File: src/hw/rtl/lobm_pkg.sv
// ----------------------------------------------------------------------------
// lobm_pkg: shared types and constants of the order book matcher
// Slot record, cell control word, order kinds, event kinds and states.
// ----------------------------------------------------------------------------
package lobm_pkg;

    // order kinds on the input channel
    localparam logic [1:0] FUNC_LIMIT  = 2'd0;
    localparam logic [1:0] FUNC_MARKET = 2'd1;
    localparam logic [1:0] FUNC_CANCEL = 2'd2;

    // event kinds on the output channel
    localparam logic [1:0] KIND_ADDED    = 2'd0;
    localparam logic [1:0] KIND_FILL     = 2'd1;
    localparam logic [1:0] KIND_REJECTED = 2'd2;

    // most fills one market order may cause
    localparam int MAX_RESULTS = 32;
    localparam int NW          = $clog2(MAX_RESULTS + 1);

    // one resting order
    typedef struct packed {
        logic        side;
        logic [7:0]  price;
        logic [31:0] id;
        logic [31:0] rem;
    } t_slot;

    // cell operations
    typedef enum logic [1:0] {
        CELL_HOLD,
        CELL_LOAD,
        CELL_SETREM,
        CELL_SHIFT
    } t_cell_op;

    // controller states
    typedef enum logic [1:0] {
        ST_IDLE,
        ST_SCAN,
        ST_FILL
    } t_state;

endpackage

File: src/hw/rtl/lobm_if.sv
// ----------------------------------------------------------------------------
// lobm_if: order and event channels
// Valid/ready channels carrying one order word and one event word.
// ----------------------------------------------------------------------------
interface lobm_ord_if;
    logic        valid;
    logic        ready;
    logic [1:0]  func;
    logic        side;
    logic [31:0] order_id;
    logic [31:0] quantity;
    logic [7:0]  price_tick;

    modport source (output valid, func, side, order_id, quantity, price_tick,
                    input ready);
    modport sink   (input valid, func, side, order_id, quantity, price_tick,
                    output ready);
endinterface

interface lobm_evt_if;
    logic        valid;
    logic        ready;
    logic [1:0]  out_kind;
    logic [31:0] out_order_id;
    logic [31:0] out_quantity;
    logic [7:0]  out_price_tick;
    logic        out_side;
    logic        last;

    modport source (output valid, out_kind, out_order_id, out_quantity,
                    out_price_tick, out_side, last, input ready);
    modport sink   (input valid, out_kind, out_order_id, out_quantity,
                    out_price_tick, out_side, last, output ready);
endinterface

File: src/hw/rtl/limit_order_book_matcher.sv
// ----------------------------------------------------------------------------
// limit_order_book_matcher: price-time priority order book
// Row of slot cells kept in arrival order with a scanning controller.
// ----------------------------------------------------------------------------
// Usage:
//   i_ord takes one order word (limit, market or cancel); o_evt gives event
//   words, the final word of an order flagged by last.
//   A limit order is taken in a single handshake; its added or rejected word
//   appears in the next cycle and the next order may follow right after
//   while the receiver is ready. A market order scans the U resting slots
//   once per fill, one slot per cycle, then issues the fill word in ST_FILL,
//   which waits while the receiver stalls. Emptied slots are closed by the
//   cells handing records down. A cancel scans up to the U resting slots,
//   stopping at the first match.
//   Reset empties the book at once; the slot contents need no clearing.
//   A stalled receiver holds the event word in the output register; the
//   controller waits before the next fill and takes no order until free.
// ----------------------------------------------------------------------------
module limit_order_book_matcher
    import lobm_pkg::*;
#(
    parameter int PRICE_TICKS = 256,
    parameter int MAX_RESTING = 32
) (
    input  logic        i_clk,
    input  logic        i_rst_n,
    lobm_ord_if.sink    i_ord,
    lobm_evt_if.source  o_evt
);

    localparam int IW = (MAX_RESTING > 1) ? $clog2(MAX_RESTING) : 1;
    localparam int UW = $clog2(MAX_RESTING + 1);

    t_state r_state, n_state;

    // control
    logic [UW-1:0] r_used, n_used;
    logic [UW-1:0] r_cnt [2];
    logic [UW-1:0] n_cnt [2];
    logic [IW-1:0] r_ptr, n_ptr;
    logic [NW-1:0] r_nres, n_nres;
    logic          r_found, n_found;
    logic          r_ov, n_ov;

    // order being worked
    logic [1:0]    r_func, n_func;
    logic          r_side, n_side;
    logic [31:0]   r_id, n_id;
    logic [31:0]   r_left, n_left;
    logic [7:0]    r_price, n_price;

    // best candidate
    t_slot         r_best, n_best;
    logic [IW-1:0] r_bidx, n_bidx;

    // output word
    logic [1:0]    r_o_kind, n_o_kind;
    logic [31:0]   r_o_id, n_o_id;
    logic [31:0]   r_o_qty, n_o_qty;
    logic [7:0]    r_o_price, n_o_price;
    logic          r_o_side, n_o_side;
    logic          r_o_last, n_o_last;

    // cell row
    t_cell_op      w_op;
    logic [IW-1:0] w_idx;
    t_slot         w_wr;
    t_slot         w_slot [MAX_RESTING];
    t_slot         w_sel;

    logic          w_out_free;
    logic          w_accept;
    logic          w_opp;
    logic [7:0]    w_price_sat;
    logic          w_scan_end;
    logic          w_cand;
    logic          w_better;
    logic          w_match;
    logic [31:0]   w_fill;
    logic [31:0]   w_rem_new;
    logic          w_more;
    logic          w_last;

    // cells
    for (genvar g = 0; g < MAX_RESTING; g++) begin : g_cell
        t_slot w_next;
        if (g + 1 < MAX_RESTING) begin : g_mid
            assign w_next = w_slot[g+1];
        end else begin : g_top
            assign w_next = w_slot[g];
        end
        lobm_cell #(
            .IW  (IW),
            .POS (g)
        ) u_cell (
            .i_clk  (i_clk),
            .i_op   (w_op),
            .i_idx  (w_idx),
            .i_wr   (w_wr),
            .i_next (w_next),
            .o_slot (w_slot[g])
        );
    end

    // handshake and helpers
    assign w_out_free = !r_ov || o_evt.ready;
    assign i_ord.ready = (r_state == ST_IDLE) && w_out_free;
    assign w_accept   = i_ord.valid && i_ord.ready;
    assign w_opp      = !r_side;
    assign w_sel      = w_slot[r_ptr];
    assign w_scan_end = ((UW'(r_ptr) + UW'(1)) >= r_used);

    always_comb begin
        if ({9'd0, i_ord.price_tick} >= 17'(PRICE_TICKS)) begin
            w_price_sat = 8'(PRICE_TICKS - 1);
        end else begin
            w_price_sat = i_ord.price_tick;
        end
    end

    // scan compares
    assign w_cand   = (w_sel.side == w_opp);
    assign w_better = !r_found ||
                      (w_opp ? (w_sel.price < r_best.price)
                             : (w_sel.price > r_best.price));
    assign w_match  = (w_sel.side == r_side) && (w_sel.price == r_price) &&
                      (w_sel.id == r_id);

    // fill arithmetic
    assign w_fill    = (r_left < r_best.rem) ? r_left : r_best.rem;
    assign w_rem_new = r_best.rem - w_fill;
    assign w_more    = (w_rem_new == 32'd0) ? (r_cnt[w_opp] > UW'(1))
                                            : 1'b1;
    assign w_last    = (r_left == w_fill) || (r_nres == NW'(MAX_RESULTS - 1)) ||
                       !w_more;

    // next state
    always_comb begin
        n_state = r_state;
        case (r_state)
            ST_IDLE: begin
                if (w_accept) begin
                    if (i_ord.func == FUNC_MARKET) begin
                        if (i_ord.quantity != 32'd0 && r_cnt[!i_ord.side] != UW'(0))
                            n_state = ST_SCAN;
                    end else if (i_ord.func == FUNC_CANCEL) begin
                        if (r_used != UW'(0)) n_state = ST_SCAN;
                    end
                end
            end
            ST_SCAN: begin
                if (r_func == FUNC_CANCEL) begin
                    if (w_match || w_scan_end) n_state = ST_IDLE;
                end else if (w_scan_end) begin
                    n_state = ST_FILL;
                end
            end
            ST_FILL: begin
                if (w_out_free) n_state = w_last ? ST_IDLE : ST_SCAN;
            end
            default: n_state = ST_IDLE;
        endcase
    end

    // datapath and cell control
    always_comb begin
        n_used    = r_used;
        n_cnt     = r_cnt;
        n_ptr     = r_ptr;
        n_nres    = r_nres;
        n_found   = r_found;
        n_ov      = r_ov && !o_evt.ready;
        n_func    = r_func;
        n_side    = r_side;
        n_id      = r_id;
        n_left    = r_left;
        n_price   = r_price;
        n_best    = r_best;
        n_bidx    = r_bidx;
        n_o_kind  = r_o_kind;
        n_o_id    = r_o_id;
        n_o_qty   = r_o_qty;
        n_o_price = r_o_price;
        n_o_side  = r_o_side;
        n_o_last  = r_o_last;
        w_op      = CELL_HOLD;
        w_idx     = r_ptr;
        w_wr      = r_best;
        case (r_state)
            ST_IDLE: begin
                if (w_accept) begin
                    n_func  = i_ord.func;
                    n_side  = i_ord.side;
                    n_id    = i_ord.order_id;
                    n_left  = i_ord.quantity;
                    n_price = w_price_sat;
                    n_ptr   = '0;
                    n_found = 1'b0;
                    n_nres  = '0;
                    if (i_ord.func == FUNC_LIMIT) begin
                        n_ov      = 1'b1;
                        n_o_id    = i_ord.order_id;
                        n_o_qty   = i_ord.quantity;
                        n_o_price = w_price_sat;
                        n_o_side  = i_ord.side;
                        n_o_last  = 1'b1;
                        if (r_used >= UW'(MAX_RESTING)) begin
                            n_o_kind = KIND_REJECTED;
                        end else begin
                            n_o_kind   = KIND_ADDED;
                            w_op       = CELL_LOAD;
                            w_idx      = IW'(r_used);
                            w_wr.side  = i_ord.side;
                            w_wr.price = w_price_sat;
                            w_wr.id    = i_ord.order_id;
                            w_wr.rem   = i_ord.quantity;
                            n_used     = r_used + UW'(1);
                            n_cnt[i_ord.side] = r_cnt[i_ord.side] + UW'(1);
                        end
                    end
                end
            end
            ST_SCAN: begin
                n_ptr = r_ptr + IW'(1);
                if (r_func == FUNC_CANCEL) begin
                    if (w_match) begin
                        w_op   = CELL_SHIFT;
                        w_idx  = r_ptr;
                        n_used = r_used - UW'(1);
                        n_cnt[r_side] = r_cnt[r_side] - UW'(1);
                    end
                end else if (w_cand && w_better) begin
                    n_found = 1'b1;
                    n_best  = w_sel;
                    n_bidx  = r_ptr;
                end
            end
            ST_FILL: begin
                if (w_out_free) begin
                    n_ov      = 1'b1;
                    n_o_kind  = KIND_FILL;
                    n_o_id    = r_best.id;
                    n_o_qty   = w_fill;
                    n_o_price = r_best.price;
                    n_o_side  = w_opp;
                    n_o_last  = w_last;
                    n_left    = r_left - w_fill;
                    n_nres    = r_nres + NW'(1);
                    n_ptr     = '0;
                    n_found   = 1'b0;
                    w_idx     = r_bidx;
                    w_wr.rem  = w_rem_new;
                    if (w_rem_new == 32'd0) begin
                        w_op   = CELL_SHIFT;
                        n_used = r_used - UW'(1);
                        n_cnt[w_opp] = r_cnt[w_opp] - UW'(1);
                    end else begin
                        w_op   = CELL_SETREM;
                    end
                end
            end
            default: ;
        endcase
    end

    // control registers
    always_ff @(posedge i_clk) begin
        if (!i_rst_n) begin
            r_state  <= ST_IDLE;
            r_used   <= '0;
            r_cnt[0] <= '0;
            r_cnt[1] <= '0;
            r_ov     <= 1'b0;
        end else begin
            r_state  <= n_state;
            r_used   <= n_used;
            r_cnt    <= n_cnt;
            r_ov     <= n_ov;
        end
    end

    // payload registers
    always_ff @(posedge i_clk) begin
        r_ptr     <= n_ptr;
        r_nres    <= n_nres;
        r_found   <= n_found;
        r_func    <= n_func;
        r_side    <= n_side;
        r_id      <= n_id;
        r_left    <= n_left;
        r_price   <= n_price;
        r_best    <= n_best;
        r_bidx    <= n_bidx;
        r_o_kind  <= n_o_kind;
        r_o_id    <= n_o_id;
        r_o_qty   <= n_o_qty;
        r_o_price <= n_o_price;
        r_o_side  <= n_o_side;
        r_o_last  <= n_o_last;
    end

    // event word
    assign o_evt.valid          = r_ov;
    assign o_evt.out_kind       = r_o_kind;
    assign o_evt.out_order_id   = r_o_id;
    assign o_evt.out_quantity   = r_o_qty;
    assign o_evt.out_price_tick = r_o_price;
    assign o_evt.out_side       = r_o_side;
    assign o_evt.last           = r_o_last;

endmodule

File: src/hw/rtl/lobm_cell.sv
// ----------------------------------------------------------------------------
// lobm_cell: one resting order slot
// Loads a new order, updates its remaining quantity, or takes the record of
// its upper neighbor when a slot at or below it is removed.
// ----------------------------------------------------------------------------
module lobm_cell
    import lobm_pkg::*;
#(
    parameter int IW  = 5,
    parameter int POS = 0
) (
    input  logic          i_clk,
    input  t_cell_op      i_op,
    input  logic [IW-1:0] i_idx,
    input  t_slot         i_wr,
    input  t_slot         i_next,
    output t_slot         o_slot
);

    t_slot r_slot;
    logic  w_hit;
    logic  w_above;

    assign w_hit   = (i_idx == IW'(POS));
    assign w_above = (IW'(POS) >= i_idx);

    // slot register
    always_ff @(posedge i_clk) begin
        case (i_op)
            CELL_LOAD: begin
                if (w_hit) r_slot <= i_wr;
            end
            CELL_SETREM: begin
                if (w_hit) r_slot.rem <= i_wr.rem;
            end
            CELL_SHIFT: begin
                if (w_above) r_slot <= i_next;
            end
            default: ;
        endcase
    end

    assign o_slot = r_slot;

endmodule

File: src/flat_wrapper.sv
// flat-port wrapper written by rule: the top's interface ports become plain ports
module limit_order_book_matcher_flat import lobm_pkg::*;
#(
    parameter int PRICE_TICKS = 256,
    parameter int MAX_RESTING = 32
)
  (i_clk, i_rst_n, i_ord_valid, i_ord_func, i_ord_side, i_ord_order_id, i_ord_quantity, i_ord_price_tick, i_ord_ready, o_evt_valid, o_evt_out_kind, o_evt_out_order_id, o_evt_out_quantity, o_evt_out_price_tick, o_evt_out_side, o_evt_last, o_evt_ready);
  lobm_ord_if i_ord_i ();
  lobm_evt_if o_evt_i ();
  input  logic i_clk;
  input  logic i_rst_n;
  input wire logic [$bits(i_ord_i.valid)-1:0] i_ord_valid;
  input wire logic [$bits(i_ord_i.func)-1:0] i_ord_func;
  input wire logic [$bits(i_ord_i.side)-1:0] i_ord_side;
  input wire logic [$bits(i_ord_i.order_id)-1:0] i_ord_order_id;
  input wire logic [$bits(i_ord_i.quantity)-1:0] i_ord_quantity;
  input wire logic [$bits(i_ord_i.price_tick)-1:0] i_ord_price_tick;
  output wire logic [$bits(i_ord_i.ready)-1:0] i_ord_ready;
  output wire logic [$bits(o_evt_i.valid)-1:0] o_evt_valid;
  output wire logic [$bits(o_evt_i.out_kind)-1:0] o_evt_out_kind;
  output wire logic [$bits(o_evt_i.out_order_id)-1:0] o_evt_out_order_id;
  output wire logic [$bits(o_evt_i.out_quantity)-1:0] o_evt_out_quantity;
  output wire logic [$bits(o_evt_i.out_price_tick)-1:0] o_evt_out_price_tick;
  output wire logic [$bits(o_evt_i.out_side)-1:0] o_evt_out_side;
  output wire logic [$bits(o_evt_i.last)-1:0] o_evt_last;
  input wire logic [$bits(o_evt_i.ready)-1:0] o_evt_ready;
  assign i_ord_i.valid = i_ord_valid;
  assign i_ord_i.func = i_ord_func;
  assign i_ord_i.side = i_ord_side;
  assign i_ord_i.order_id = i_ord_order_id;
  assign i_ord_i.quantity = i_ord_quantity;
  assign i_ord_i.price_tick = i_ord_price_tick;
  assign i_ord_ready = i_ord_i.ready;
  assign o_evt_valid = o_evt_i.valid;
  assign o_evt_out_kind = o_evt_i.out_kind;
  assign o_evt_out_order_id = o_evt_i.out_order_id;
  assign o_evt_out_quantity = o_evt_i.out_quantity;
  assign o_evt_out_price_tick = o_evt_i.out_price_tick;
  assign o_evt_out_side = o_evt_i.out_side;
  assign o_evt_last = o_evt_i.last;
  assign o_evt_i.ready = o_evt_ready;
  limit_order_book_matcher #(.PRICE_TICKS(PRICE_TICKS), .MAX_RESTING(MAX_RESTING)) u_core (.i_clk(i_clk), .i_rst_n(i_rst_n), .i_ord(i_ord_i), .o_evt(o_evt_i));
endmodule
File: config.mk
export PLATFORM = sky130hd
export DESIGN_NAME = limit_order_book_matcher_flat
export DESIGN_NICKNAME = d
export VERILOG_FILES = /design/src/hw/rtl/lobm_pkg.sv /design/src/hw/rtl/lobm_if.sv /design/src/hw/rtl/limit_order_book_matcher.sv /design/src/hw/rtl/lobm_cell.sv /design/src/flat_wrapper.sv
export SDC_FILE = /design/constraint.sdc
export NUM_CORES = 2
export LEC_CHECK = 0
export ABC_AREA = 0
export BUFFER_PORTS_ARGS = -buffer_cell sky130_fd_sc_hd__clkbuf_2
export CORE_UTILIZATION = 64
export CTS_CLUSTER_SIZE = 16
export DETAILED_ROUTE_END_ITERATION = 10
export PLACE_DENSITY_LB_ADDON = 0.2
export SYNTH_ARGS = -nofsm -noshare
export SYNTH_HDL_FRONTEND = slang
export SYNTH_SLANG_ARGS = --single-unit
File: constraint.sdc
create_clock -name i_clk -period 15.1 [get_ports i_clk]
set_input_delay 0.755 -clock i_clk [delete_from_list [all_inputs] [get_ports i_clk]]
set_output_delay 0.755 -clock i_clk [all_outputs]
set_load 0.05 [all_outputs]
== After elaboration in Yosys (flattened, before gate mapping) ==
Index checks and enable logic that the tools add are counted.

* Add/subtract/negate cells: 10
* Order comparisons: 45
* Equality and inequality tests: 154
* Multiplexer cells: 274
* Bitwise gates (word level): 6
* Reductions and logical operators: 105

{| class="wikitable"
|+ Operator list
! cell !! count
|-
| $mux W73 || 67
|-
| $pmux W32 S3 || 31
|-
| $pmux W41 S2 || 31
|-
| $mux W32 || 43
|-
| $bmux W73 S5 || 1
|-
| $pmux W32 S2 || 5
|-
| $ne A2 B2 Y1 const B || 98
|-
| $mux W6 || 24
|-
| $reduce_and A4 Y1 || 32
|-
| $reduce_and A3 Y1 || 35
|-
| $mux W12 || 7
|-
| $eq A5 B5 Y1 const B || 16
|-
| $ge A5 B5 Y1 const A || 15
|-
| $eq A32 B32 Y1 || 2
|-
| $sub A32 B32 Y32 || 2
|-
| $mux W41 || 1
|-
| $eq A5 B4 Y1 const B || 8
|-
| $ge A4 B5 Y1 const A || 8
|-
| $bwmux W12 || 3
|-
| $mux W2 || 18
|-
| $pmux W12 S3 || 1
|-
| $logic_not A32 Y1 || 1
|-
| $lt A32 B32 Y1 || 1
|-
| $reduce_bool A32 Y1 || 1
|-
| 54 further kinds || 143
|}

* Register bits: 2598
* Input bits: 79
* Output and inout bits: 78
* Word-level logic and storage cells: 746

== Depth between registers and ports, before layout ==
* Depth after elaboration: 13
* Depth in mapped cells: 34
* Mapped depth without buffers: 25

== By module ==
A second synthesis with hierarchy kept.

* Cells, all modules: 8096
* Area total of the unflattened synthesis: 141298.0 µm²

{| class="wikitable"
|+ Modules (own cells, without submodules)
! module !! instances !! cells an instance !! area each (µm²) !! seq. area each (µm²)
|-
| limit_order_book_matcher || 1 || 2942 || 36349.9 || 7657.3
|-
| lobm_cell at u_core.g_cell[26].u_cell || 1 || 163 || 3492.1 || 2192.1
|-
| lobm_cell at u_core.g_cell[22].u_cell || 1 || 166 || 3392.0 || 2192.1
|-
| lobm_cell at u_core.g_cell[9].u_cell || 1 || 163 || 3378.2 || 2192.1
|-
| lobm_cell at u_core.g_cell[20].u_cell || 1 || 163 || 3374.5 || 2192.1
|-
| lobm_cell at u_core.g_cell[29].u_cell || 1 || 162 || 3374.5 || 2192.1
|-
| lobm_cell at u_core.g_cell[25].u_cell || 1 || 165 || 3372.0 || 2192.1
|-
| lobm_cell at u_core.g_cell[17].u_cell || 1 || 162 || 3369.5 || 2192.1
|-
| lobm_cell at u_core.g_cell[19].u_cell || 1 || 161 || 3367.0 || 2192.1
|-
| lobm_cell at u_core.g_cell[27].u_cell || 1 || 162 || 3367.0 || 2192.1
|-
| lobm_cell at u_core.g_cell[11].u_cell || 1 || 161 || 3364.5 || 2192.1
|-
| lobm_cell at u_core.g_cell[23].u_cell || 1 || 162 || 3364.5 || 2192.1
|-
| lobm_cell at u_core.g_cell[28].u_cell || 1 || 160 || 3363.2 || 2192.1
|-
| lobm_cell at u_core.g_cell[24].u_cell || 1 || 161 || 3357.0 || 2192.1
|-
| 19 more rows || -- || -- || -- || --
|}

== Worst setup path before layout ==
Ideal clock, no wire load.

* Kind: reg2reg
* From: register u_core.r_best[15] (netlist bit)
* To: register u_core.g_cell[29].u_cell.r_slot, in the netlist u_core.g_cell[29].u_cell.o_slot[32], enable pin
* Setup time: 0.506 ns
* Arrival: 10.333 ns
* Required time: 14.594 ns
* Setup slack: 4.260 ns
* Cell stages (with the launch flop): 33
* Buffers on the path: 7
* Period minus slack after synthesis: 10.840 ns
* Path through: edfxtp_1 > clkbuf_1 > inv_1 > ha_1 > nand4_1 > or3_1 > a2111oi_0 > o31a_1 > nor2_1 > buf_4 > clkbuf_1 > clkbuf_1 > clkbuf_1 > nand2_1 > o21ai_0 > ha_1 > inv_1 > fa_1 > a211oi_1 > o21a_1 > nor4b_2 > a211oi_1 > a2111oi_0 > a221oi_1 > o2111a_1 > a211o_1 > and2_1 > and4_1 > a21oi_2 > buf_2 > buf_2 > nor2_1 > a221oi_1

* Cells in the longest elaborated chain, start to end: 10
* Elaborated cells between the ends (all ways): 13
* Classes of those cells: add/sub (1); order compare (1); eq/ne (4); mux (4); reduce/logical (3)

{| class="wikitable"
|+ Ends and longest elaborated chain
! item !! line !! source
|-
| start: declaration || limit_order_book_matcher.sv:53 || <nowiki>t_slot r_best, n_best;</nowiki>
|-
| start signal: assignment || limit_order_book_matcher.sv:292 || <nowiki>r_best <= n_best;</nowiki>
|-
| $lt A32 B32 Y1 || limit_order_book_matcher.sv:130 || <nowiki>assign w_fill = (r_left < r_best.rem) ? r_left : r_best.rem;</nowiki>
|-
| $mux W32 || limit_order_book_matcher.sv:130 ||
|-
| $sub A32 B32 Y32 (*) || limit_order_book_matcher.sv:131 || <nowiki>assign w_rem_new = r_best.rem - w_fill;</nowiki>
|-
| $logic_not A32 Y1 (*) || limit_order_book_matcher.sv:253 || <nowiki>if (w_rem_new == 32'd0) begin</nowiki>
|-
| $mux W1 (*) || limit_order_book_matcher.sv:253 ||
|-
| $mux W2 (*) || limit_order_book_matcher.sv:239 || <nowiki>if (w_out_free) begin</nowiki>
|-
| $pmux W2 S3 (*) || limit_order_book_matcher.sv:189 || <nowiki>case (r_state)</nowiki>
|-
| $eq A2 B2 Y1 or $eq A2 B1 Y1 (tied branches) || lobm_cell.sv:29 || <nowiki>case (i_op)</nowiki>
|-
| $ne A2 B2 Y1 (no source line) or $reduce_bool A2 Y1 (tied branches) || -- ||
|-
| $reduce_and A3 Y1 (no source line) (*) || -- ||
|-
| end signal: assignment || lobm_cell.sv:31 || <nowiki>if (w_hit) r_slot <= i_wr;</nowiki>
|-
| end signal: assignment || lobm_cell.sv:37 || <nowiki>if (w_above) r_slot <= i_next;</nowiki>
|-
| end: declaration || lobm_cell.sv:20 || <nowiki>t_slot r_slot;</nowiki>
|}

Every way passes the cells marked *; elsewhere a longest branch is shown, timed or not.
A chain may end at the register's enable or synchronous reset.

== Final worst setup path ==
* From: register u_core.r_best[15] (netlist bit)
* To: register u_core.g_cell[19].u_cell.r_slot, in the netlist u_core.g_cell[19].u_cell.o_slot[41] (data pin)

* Cells in the longest elaborated chain, start to end: 9
* Elaborated cells between the ends (all ways): 10
* Classes of those cells: add/sub (1); order compare (1); eq/ne (2); mux (5); reduce/logical (1)

{| class="wikitable"
|+ Ends and longest elaborated chain
! item !! line
|-
| $lt A32 B32 Y1 || limit_order_book_matcher.sv:130
|-
| $mux W32 || limit_order_book_matcher.sv:130
|-
| $sub A32 B32 Y32 (*) || limit_order_book_matcher.sv:131
|-
| $logic_not A32 Y1 (*) || limit_order_book_matcher.sv:253
|-
| $mux W1 (*) || limit_order_book_matcher.sv:253
|-
| $mux W2 (*) || limit_order_book_matcher.sv:239
|-
| $pmux W2 S3 (*) || limit_order_book_matcher.sv:189
|-
| $eq A2 B2 Y1 or $eq A2 B1 Y1 (tied branches) || lobm_cell.sv:29
|-
| $pmux W41 S2 (*) || lobm_cell.sv:29
|-
| end signal: assignment || lobm_cell.sv:31
|-
| end signal: assignment || lobm_cell.sv:37
|-
| end: declaration || lobm_cell.sv:20
|}

Marks and branches as above.

==> flow_metrics.env <==
export IMPL_layout_min_cycle_time_ns=12.08
export IMPL_yosys_warnings=0
export IMPL_clock_tree_htree_level_count=5
export IMPL_remaining_drc_errors=0
export IMPL_fin_area_um2=140000
export IMPL_proportion_of_synthesized_flip_flops_having_asynchronous_set_or_reset_pct=0
export IMPL_fillers=13100
export IMPL_most_used_cell_along_the_critical_path="sky130_fd_sc_hd__buf_12"
export IMPL_power_density_cell_area_nw_per_um2=166
export IMPL_tritoncts="done"
export IMPL_ys_dominant_reg_cell="sky130_fd_sc_hd__edfxtp_1"
export IMPL_timing_fmax_mhz=82.8
export IMPL_reg2regPathDepth=28
export IMPL_violations="capacitance limit"
export IMPL_timing_critical_path_slowest_cell_delay_ns=0.88
export IMPL_post_cts_resized=0
export IMPL_global_route_overflow_total=0
export IMPL_worst_path_max_delay_cell="sky130_fd_sc_hd__or2_4"
export IMPL_via_count=82100
export IMPL_final_setup_viol_count=0
export IMPL_worstReg2RegEnd="u_core.g_cell[19].u_cell.o_slot[41]"
export IMPL_fin_worst_hold_slack_ns=0.0560
export IMPL_clk_latency_ns=0.96
export IMPL_post_drt_antenna_nets=0
export IMPL_synthesis_area_um2=130000
export IMPL_critical_path_peak_fanout=240
export IMPL_cts_root_buffer_cell="sky130_fd_sc_hd__clkbuf_16"
export IMPL_timing_setup_critical_path_class="flop to flop"
export IMPL_design_power_total_mw=23.2
export IMPL_wl_mm=368
export IMPL_syn_nets=8711
export IMPL_synthCells=8537
export IMPL_rr_startpoint="u_core.r_best[15]"
export IMPL_report_final_hold_viol_count=0
export IMPL_cp_required_ns=15.90
export IMPL_detail_route_iter0_violations=12800
export IMPL_post_synth_cell_area_avg_um2=15.2
export IMPL_cts_setup_buffers=0
export IMPL_initial_core_util_pct=64.7
export IMPL_floorplan_rows=164
export IMPL_final_layout_size_suffix_gt1_share_pct=20.0
export IMPL_die_y_um=452
export IMPL_cts_clk_slew_worst_paths_ns=0.06
export IMPL_crit_path_start="u_core.r_best[15]"
export IMPL_dp_cells=10700
export IMPL_slew_headroom_pct=0.0188
export IMPL_holdPathEnd="u_core.r_id[10]"
export IMPL_synth_seq_cells=2598
export IMPL_synth_seq_area_share_pct=59.9
export IMPL_critPathArrivalTime_ns=12.87
export IMPL_fp_dieArea_um2=205000
export IMPL_fin_skew_ns=0.0570
export IMPL_num_io_pins=157
export IMPL_drt_vias_per_instance=7.31
export IMPL_synth_top_cell_by_area="sky130_fd_sc_hd__edfxtp_1"
export IMPL_timing_final_max_slew_violations=0
export IMPL_synth_edf_count=2577
export IMPL_grt_start_max_net_pins=267
export IMPL_peakVddDrop_mv=0.162
export IMPL_placedInstanceArea_um2=131000
export IMPL_finalCritPeriodShare_pct=80.0
export IMPL_dp_wirelength_mm=206
export IMPL_global_route_usage_sum_pct=36.1
export IMPL_result_of_the_run="finished with violations"
export IMPL_synth_top_cells_by_area="sky130_fd_sc_hd__edfxtp_1 60%, sky130_fd_sc_hd__o21a_1 13%, sky130_fd_sc_hd__mux4_2 12%"
export IMPL_gp_congestion=0.953
export IMPL_number_of_antenna_violations_at_the_first_check_in_global_routing=11
export IMPL_synth_top_area_share_pct=59.6
export IMPL_post_synth_num_cell_types=98
export IMPL_setup_tns_final_ns=0
export IMPL_grt_pass1_wl_mm=539
export IMPL_initial_drt_pass_iterations=8
export IMPL_area_growth_syn_to_layout_pct=7.83
export IMPL_grt_pass1_vias=80100
export IMPL_synth_most_common_cell="sky130_fd_sc_hd__edfxtp_1"
export IMPL_rsz0062_at_grt="no"
export IMPL_dieWidth_um=452
export IMPL_clock_sinks=2598
export IMPL_min_delay_path_depth=1
export IMPL_beginning_of_the_worst_hold_path="i_ord_order_id[10]"
export IMPL_final_nets=8545
export IMPL_reg2reg_slack_ns=3.02
export IMPL_count_of_buffers_inserted_at_the_top_level_ports=156
export IMPL_static_leakage_power_nw=44.4
export IMPL_hp_class="input port to flop"
export IMPL_synth_cells_most_frequent="2,577 x sky130_fd_sc_hd__edfxtp_1, 2,280 x sky130_fd_sc_hd__o21a_1, 708 x sky130_fd_sc_hd__mux4_2"
export IMPL_core_um2=201000
export IMPL_endpoint_kind="flop"
export IMPL_final_cells=11200
export IMPL_max_cap_violations=1
export IMPL_wire_per_inst_um=32.8
export IMPL_cts_buffers_inserted=283
export IMPL_setup_worst_path_start_class="flop"
export IMPL_ctsLongestPathBuffers=4
export IMPL_tightestPinTransition_ns=1.48
[cells by family after synthesis]
logic type	synth area share [%]
mux	13.6
flops	59.9
xor+xnor	0.627
fa+ha+maj	1.10
simple gates	3.21
compound gates	17.1
buf+inv	4.41
[critical path, delay by kind of cell (launching register included)]
family / cells / cell delay [ns]
AOI/OAI and AO/OA: 12 / 4.38
buffers and inverters: 6 / 2.53
and+or+nand+nor: 7 / 2.30
adders and majority gates: 3 / 1.08
DFF: 1 / 0.77
[sequential cells by signal, indices dropped and copies added (netlist names), 8 cells and up, named ones only]
name,cells
u_core.r_id,32
u_core.r_price,8
u_core.r_left,32
u_core.g_cell.u_cell.o_slot,2336
u_core.r_best,73
u_core.o_evt.out_price_tick,8
u_core.o_evt.out_quantity,32
u_core.o_evt.out_order_id,32
[per-stage QoR]
step / utilization, % / setup WS, ns
6_report: 69.8 / 3.02
2_1_floorplan: - / 4.26
3_3_place_gp: 65.4 / 3.50
4_1_cts: 69.8 / 3.27
5_1_grt: 69.8 / 2.54
3_5_place_dp: 65.4 / 3.29
[cells in the final DEF, fill, tap and decap left out, types with 42 or more instances in the layout]
cell type / instances
sky130_fd_sc_hd__a21oi_1: 148
sky130_fd_sc_hd__buf_4: 166
sky130_fd_sc_hd__clkbuf_1: 63
sky130_fd_sc_hd__clkbuf_16: 293
sky130_fd_sc_hd__clkbuf_2: 156
sky130_fd_sc_hd__clkinv_1: 55
sky130_fd_sc_hd__edfxtp_1: 2577
sky130_fd_sc_hd__ha_1: 91
sky130_fd_sc_hd__inv_1: 112
sky130_fd_sc_hd__mux2_2: 111
sky130_fd_sc_hd__mux2i_1: 47
sky130_fd_sc_hd__mux4_2: 708
sky130_fd_sc_hd__nand2_1: 376
sky130_fd_sc_hd__nand3_1: 59
sky130_fd_sc_hd__nor2_1: 204
sky130_fd_sc_hd__o21a_1: 2278
sky130_fd_sc_hd__o21ai_0: 131
sky130_fd_sc_hd__o21bai_2: 57
sky130_fd_sc_hd__xnor2_1: 42
sky130_fd_sc_hd__xor2_1: 51
[cell type report]
| class | count | area, um^2 | share of cell area (%) |
|---|---|---|---|
| flip-flops and latches | 2598 | 77800 | 55.6 |
| multi-input cells | 5014 | 47400 | 33.9 |
| clock buffers | 356 | 7570 | 5.40 |
| well taps | 2656 | 3320 | 2.37 |
| repair buffers | 355 | 2490 | 1.78 |
| clock inverters | 117 | 968 | 0.692 |
| inverters | 119 | 459 | 0.328 |
| diodes | 8 | 20.0 | 0.0143 |
[per-layer routing]
| metal | wire [um] | share of wire, % | global-route usage, % |
|---|---|---|---|
| met1 | 140000 | 38 | 52.3 |
| met2 | 168000 | 46 | 54.1 |
| met4 | 12100 | 3.3 | 11.7 |
| met5 | 24 | 0.0065 | 0 |
| met3 | 47900 | 13 | 8.93 |
[worst max-delay path by stage]
stage,cells after the start,end
global route,28,u_core.g_cell[26].u_cell.o_slot[48]
global placement,28,u_core.g_cell[5].u_cell.o_slot[11]
detailed placement,28,u_core.g_cell[5].u_cell.o_slot[11]
CTS,28,u_core.g_cell[4].u_cell.o_slot[48]
finish,28,u_core.g_cell[19].u_cell.o_slot[41]
floorplan,32,u_core.g_cell[29].u_cell.o_slot[32]
[power by group]
part / switching, mW / internal (mW) / leakage, nW / total, mW
registers: 0.292 / 8.93 / 23.6 / 9.23
logic: 4.32 / 3.06 / 16.6 / 7.38
clock network: 2.81 / 3.81 / 4.19 / 6.62
total: 7.42 / 15.8 / 44.4 / 23.2
[repair_timing]
action                                 CTS  global route
endpoints found under the hold margin   20             0
setup endpoints to repair                0             0
hold buffers                            20             0
Note: power is estimated with default switching activity, not from simulation.
